### config.mk
export PLATFORM = sky130hd
export DESIGN_NAME = satpc_ram
export DESIGN_NICKNAME = d
export VERILOG_FILES = /design/src/rtl/satpc_ram.sv
export SDC_FILE = /design/constraint.sdc
export NUM_CORES = 1
export LEC_CHECK = 0
export ABC_AREA = 1
export BUFFER_PORTS_ARGS = -buffer_cell sky130_fd_sc_hd__buf_4
export CORE_MARGIN = 3
export CORE_UTILIZATION = 43
export CTS_BUF_LIST = sky130_fd_sc_hd__clkbuf_8
export DETAILED_ROUTE_END_ITERATION = 12
export GPL_TIMING_DRIVEN = 0
export PLACE_DENSITY = 0.62
export SLEW_MARGIN = 30
export SYNTH_ARGS = -nofsm -noshare
export SYNTH_HDL_FRONTEND = slang
export SYNTH_SLANG_ARGS = --single-unit
### constraint.sdc
create_clock -name i_clk -period 8.4 [get_ports i_clk]
set_clock_uncertainty 0.05 [all_clocks]
set_input_delay 0.42 -clock i_clk [delete_from_list [all_inputs] [get_ports i_clk]]
set_output_delay 0.42 -clock i_clk [all_outputs]
set_load 0.01 [all_outputs]
### src/rtl/satpc_ram.sv
module satpc_ram #(
    parameter int WIDTH = 64,
    parameter int DEPTH = 8
) (
    input  logic                     i_clk,
    input  logic                     i_we,
    input  logic [$clog2(DEPTH)-1:0] i_addr,
    input  logic [WIDTH-1:0]         i_wdata,
    output logic [WIDTH-1:0]         o_rdata
);

    logic [WIDTH-1:0] r_mem [DEPTH];

    always_ff @(posedge i_clk) begin
        if (i_we) begin
            r_mem[i_addr] <= i_wdata;
        end
        o_rdata <= r_mem[i_addr];
    end

endmodule

**Word-level counts from Yosys, hierarchy flattened**

Memory sizes are Yosys's and may differ from the RTL's. A register that Yosys moved wholly into a read port is not among the register bits.
Index checks and enable logic that the tools add are counted.

- Mux-type cells: 2

Operator list:

| cell | number |
|---|---|
| two-way mux 1 bit | 2 |

- Input bits: 69
- Memory bits (writable): 512
- Output and inout port bits: 64
- Bits in registers: 0
- Memories: 1

Memories:

| name | depth | width | read ports | clocked after memory_dff | write ports | RTL line | source |
|---|---|---|---|---|---|---|---|
| r_mem | 8 | 64 | 1 | 1 | 1 | 12 | `logic [WIDTH-1:0] r_mem [DEPTH];` |

**Depth between registers and ports, before layout**

Gate-level depths: netlist of the first run.

- Word-level depth: 2
- Mapped depth: 10

**Least setup slack after synthesis of the first run**

Ideal clock, no wire load.

- Path kind: input to register
- From: input port i_addr[0]
- To: memory r_mem[0][0] (enable)
- Cell stages on the path: 6
- Buffers on the path: 3
- Data required time: 7.785 ns
- Slack: 2.411 ns
- Data arrival time: 5.374 ns
- Cell sequence: buf_2 inv_2 buf_4 buf_4 nand2_1 nor3_1

RTL lines:

| what | RTL line | source |
|---|---|---|
| from (decl) | 7 | `input logic [$clog2(DEPTH)-1:0] i_addr,` |
| to (decl) | 12 |  |

Straight into the memory's write port.

**Worst setup path in the final report of the first run**

- From: input port i_addr[0]
- To: memory r_mem[1][28] (enable)

Straight into the memory's write port.

==> results of run 1 <==
synth_stat cells (2+ instances only):
master and number:
nand2_1 1033, edfxtp_1 512, inv_1 318, nand3_1 126
dfxtp_1 64, buf_2 58, buf_4 24, nor2_1 6
clkbuf_1 5, buf_1 3, inv_2 2, nor3_1 2
stage by stage:
| step | hold slack [ps] | instances | area (µm²) | setup TNS, ps |
|---|---|---|---|---|
| final | 92.13 | 3245 | 28000 | 0 |
| after global routing | 72.86 | 3244 | 28000 | 0 |
| after CTS | 40.02 | 3242 | 27990 | 0 |
| after detailed placement | 553.5 | 3007 | 25550 | 0 |
| after global placement | 546.7 | 2965 | 24750 | -238700 |
| after floorplan | 468.9 | 2155 | 22920 | 0 |
sequential cells by signal, summed over array words and instances (netlist names):
| register | cells |
|---|---|
| r_mem | 512 |
| o_rdata | 64 |
path summary, 6_finish.rpt:
| kind | from | endpoint | depth (start not counted) |
|---|---|---|---|
| max reg2reg | r_mem[5][54] | o_rdata[54] | 6 |
| max | i_addr[0] | r_mem[1][28] | 8 |
| min | i_addr[2] | o_rdata[62] | 3 |
| min reg2reg | r_mem[0][44] | o_rdata[44] | 6 |
where the power goes:
| part | switching, mW | total [mW] | internal [mW] | leakage [nW] |
|---|---|---|---|---|
| clock | 1.07 | 2.30 | 1.23 | 1.08 |
| sequential | 0.0291 | 3.27 | 3.24 | 5.19 |
| combinational | 0.299 | 0.481 | 0.182 | 6.38 |
| total | 1.40 | 6.04 | 4.65 | 12.6 |
per-layer routing:
| layer | GRT usage (%) | vias to the layer above | part of all wire, % |
|---|---|---|---|
| li1 | - | 7467 | - |
| met4 | 6.780 | 2 | 2.3 |
| met5 | 0 | - | 0.024 |
| met2 | 32.00 | 432 | 48 |
| met1 | 25.43 | 7162 | 43 |
| met3 | 3.890 | 92 | 6.5 |
layout make-up:
cell class | instances | area (µm²)
antenna | 3 | 7.507
buffer | 91 | 511.7
multi-input combinational | 1168 | 4607
clock inverter | 63 | 312.8
clock buffer | 108 | 1486
inverter | 320 | 1201
timing repair buffer | 236 | 2367
sequential | 576 | 16660
tap | 680 | 850.8
fill | 4384 | 24030
cells by family after synthesis:
| kind of cell | Yosys count | synth area share [%] |
|---|---|---|
| simple gates | 1168 | 19.86 |
| buf+inv | 411 | 7.473 |
| flops | 576 | 72.67 |
critical path: stages:
cell and delay, ps:
buf_2 210, buf_4 240, buf_2 290, nand2_1 270, nor3_2 500, buf_4 310
buf_4 210, buf_4 200
==> summary.txt, run 1 <==
Final core utilization - 53.82%
CTS max path bufs - 3
Relative slew slack - 34.87%
DR DRC count - 0
Worst VDD drop - 0.1021 mV
Max_cap viols - 0
H-tree levels - 3
Initial antenna violation count - 5
Mapped Area - 22920 µm²
Final slew viol count - 0
#FFs+latches synth - 576
Syn nets - 2224
Antenna-violating nets left - 0
Final Hold Vio Count - 0
Setup Buffers After CTS - 0
Unique masters post-synth - 14
Die area - 56110 µm²
Leading cell types in the layout, fill and taps excluded - nand2_1, edfxtp_1, inv_1
Dominant synthesized flop cell - edfxtp_1
EDFF count, synth - 512
Avg Inst Size Synth - 10.64 µm²
Pwr dens - 215.8 nW/µm²
Worst slew pin tran - 976.9 ps
R2r setup slk - 7420 ps
RSZ-0062 raised after global routing - false
Initial core utilization - 44.05%
CP max FO - 10
WS Path Type - in -> reg
Total chip power - 6.043 mW
Num Clock Sinks - 576
Top-area cell type share of the netlist area - 67.08%
Worst-Skew Late Latency - 660 ps
WP data arrival - 2670 ps
Worst Hold Class - in -> reg
Dominant cells by area after synthesis - edfxtp_1, nand2_1, dfxtp_1, inv_1, nand3_1
Period utilisation layout - 28.41%
CTS Buf Count - 93
Vias per inst - 4.670
Layout area overhead - 22.16%
CP Launch Type - input port
Total detailed-routing wirelength - 54480 µm
Hold buffer count at CTS - 64
Syn Inst Count - 2155
Final setup viols - 0
DRT iter0 DRCs - 1095
Total GRT Usage - 19.32%
Area leader, netlist - edfxtp_1
Via count - 15160
Leak - 12.65 nW
Die Wd - 236.9 µm
First-pass GRT wire length - 83750 µm
Ys async rst share - 0%
CP Data Required Time - 8690 ps
GRT overflow - 0
Post-Place Setup Slack - 5351 ps
Detail Placement HPWL - 35740 µm
Core Area - 52030 µm²
Crit end category - flip-flop
Fin worst setup slack - 6013 ps
Clk slew on worst S/H paths - 60 ps
I/O pins - 133
Ratio of cells with drive above 1 in the final layout - 15.03%
First-pass DRT Iterations - 5
Seq/Total Area, Yosys - 72.67%
Commonest non-fill, non-tap cell in the layout - nand2_1
Largest net degree at the start of global routing - 22
Routability congestion estimate - 0.7695
CTS tree - built
Outcome - complete, no violations
Post-cts repair resize count - 0
Port bufs - 130
Crit path time final - 2387 ps
Highest clock rate - 419.0 MHz
Wire per inst - 16.79 µm
Number of global-route vias before repair - 15050
Final #Nets - 2555
Die H - 236.9 µm
Clock Tree Root - clkbuf_8
Number of core rows - 83
Yosys warnings - 0
Note: power is estimated with default switching activity, not from simulation.
==> run 2, diff against run 1 <==
- PLACE_DENSITY: 0.62 -> 0.64
- clock period: 8.4 -> 2.1 ns (I/O delays scaled with it)
==> summary.txt, run 2 (synthesized netlist as in run 1, its figures left out) <==
Largest register by flop count - r_mem
Largest regs - r_mem (512), o_rdata (64)
Final setup viols - 0 (unchanged)
Worst slew pin tran - 857.3 ps (-119.6 ps)
Max_cap viols - 0 (unchanged)
Worst Hold Class - in -> reg
Outcome - complete, no violations
Worst VDD drop - 0.3901 mV (+280%)
Num Clock Sinks - 576 (unchanged)
Die Wd - 236.9 µm (unchanged)
Total GRT Usage - 19.27% (-0.052 points)
Number of core rows - 83 (unchanged)
DRT iter0 DRCs - 1039 (-5.1%)
Final Hold Vio Count - 0 (unchanged)
Pwr dens - 855.5 nW/µm² (+300%)
Largest register FFs - 512 (unchanged)
CTS tree - built
WS Path Type - in -> reg
Total detailed-routing wirelength - 54110 µm (-0.67%)
Initial core utilization - 44.05% (unchanged)
Leading cell types in the layout, fill and taps excluded - nand2_1, edfxtp_1, inv_1
Number of global-route vias before repair - 15260 (+1.4%)
Clk slew on worst S/H paths - 60 ps (about the same)
H-tree levels - 3 (unchanged)
Die H - 236.9 µm (unchanged)
Crit path time final - 2079 ps
Period utilisation layout - 98.99%
WP data arrival - 2370 ps (-300 ps)
First-pass DRT Iterations - 5 (unchanged)
First-pass GRT wire length - 84190 µm (+0.53%)
CP Data Required Time - 2400 ps (-6290 ps)
DR DRC count - 0 (unchanged)
Leak - 12.65 nW (about the same)
Commonest non-fill, non-tap cell in the layout - nand2_1
CTS max path bufs - 3 (unchanged)
Final #Nets - 2555 (unchanged)
CTS Buf Count - 93 (unchanged)
RSZ-0062 raised after global routing - false
Relative slew slack - 42.84% (+8.0 points)
Die area - 56110 µm² (unchanged)
CP Launch Type - input port
Final slew viol count - 0 (unchanged)
Largest net degree at the start of global routing - 21 (-4.5%)
Detail Placement HPWL - 35150 µm (-1.7%)
Total chip power - 23.99 mW (+300%)
Routability congestion estimate - 0.7373 (-4.2%)
CP max FO - 15 (+5)
I/O pins - 133 (unchanged)
Worst-Skew Late Latency - 660 ps (about the same)
Final Hold Slack - 90.81 ps (-1.325 ps)
Core Area - 52030 µm² (unchanged)
Post-Place Setup Slack - -578.2 ps (-5929 ps)
GRT overflow - 0 (unchanged)
Crit end category - flip-flop
Highest clock rate - 481.1 MHz
Clock Tree Root - clkbuf_8
Wire per inst - 16.68 µm (-0.64%)
Fin Setup TNS - 0 ps (unchanged)
Initial antenna violation count - 2 (-3)
Vias per inst - 4.678 (+0.18%)
Via count - 15180 (+0.15%)
Port bufs - 130 (unchanged)
Antenna-violating nets left - 0 (unchanged)
Ratio of cells with drive above 1 in the final layout - 14.75% (-0.27 points)
Fin worst setup slack - 21.26 ps (-5992 ps)
Layout area overhead - 22.36%
## run 2: power breakdown
part | total, mW | internal [mW] | switching, mW
Combinational | 1.94 | 0.740 | 1.20
Clock | 8.99 | 4.71 | 4.29
Sequential | 13.1 | 12.9 | 0.118
Total | 24.0 | 18.4 | 5.60
## run 2: what timing repair did
action | 4_1_cts | 5_1_grt
endpoints found under the setup margin | 0 | 12
gates resized for setup | 0 | 0
hold buffers | 70 | 0
buffers inserted | 0 | 3
hold endpoints to repair | 609 | 0
## run 2: critical path: stages
cell and delay (ps):
buf_4 90, inv_1 60, dlygate4sd3_1 600, nor2_4 400, buf_6 230, inv_1 120
nor2_4 380, buf_16 220, buf_16 170
## run 2: path summary, 6_finish.rpt
| check | startpoint | end | slack, ps | cells past startpoint |
|---|---|---|---|---|
| min reg2reg | r_mem[2][29] | o_rdata[29] | 560 | 6 |
| max reg2reg | r_mem[2][0] | o_rdata[0] | 1110 | 6 |
| min | i_addr[2] | o_rdata[12] | 90 | 5 |
| max | i_addr[2] | r_mem[4][42] | 20 | 9 |
## run 2: cell type report
type,instances,area (µm²)
fillers,4411,23980
clock inverters,65,282.8
diodes,2,5.005
repair buffers,236,2400
clock buffers,106,1459
multi-input cells,1168,4643
plain buffers,91,544.3
inverters,320,1206
flip-flops and latches,576,16660
well taps,680,850.8
## run 2: layer usage
layer	GRT usage, %	wire length (µm)	vias to the layer above
li1	-	-	7460
met1	25.56	23280	7169
met2	31.79	26180	442
met3	3.611	3371	102
met4	6.964	1250	4
met5	0	27	-
## run 2: per-stage QoR
stage | utilization (%) | std cells | cell area [µm²]
after global placement | 47.81 | 2965 | 24880
after floorplan | - | 2155 | 23050
after global routing | 53.90 | 3242 | 28040
after CTS | 53.85 | 3239 | 28020
final | 53.91 | 3244 | 28050
after detailed placement | 49.16 | 2998 | 25580
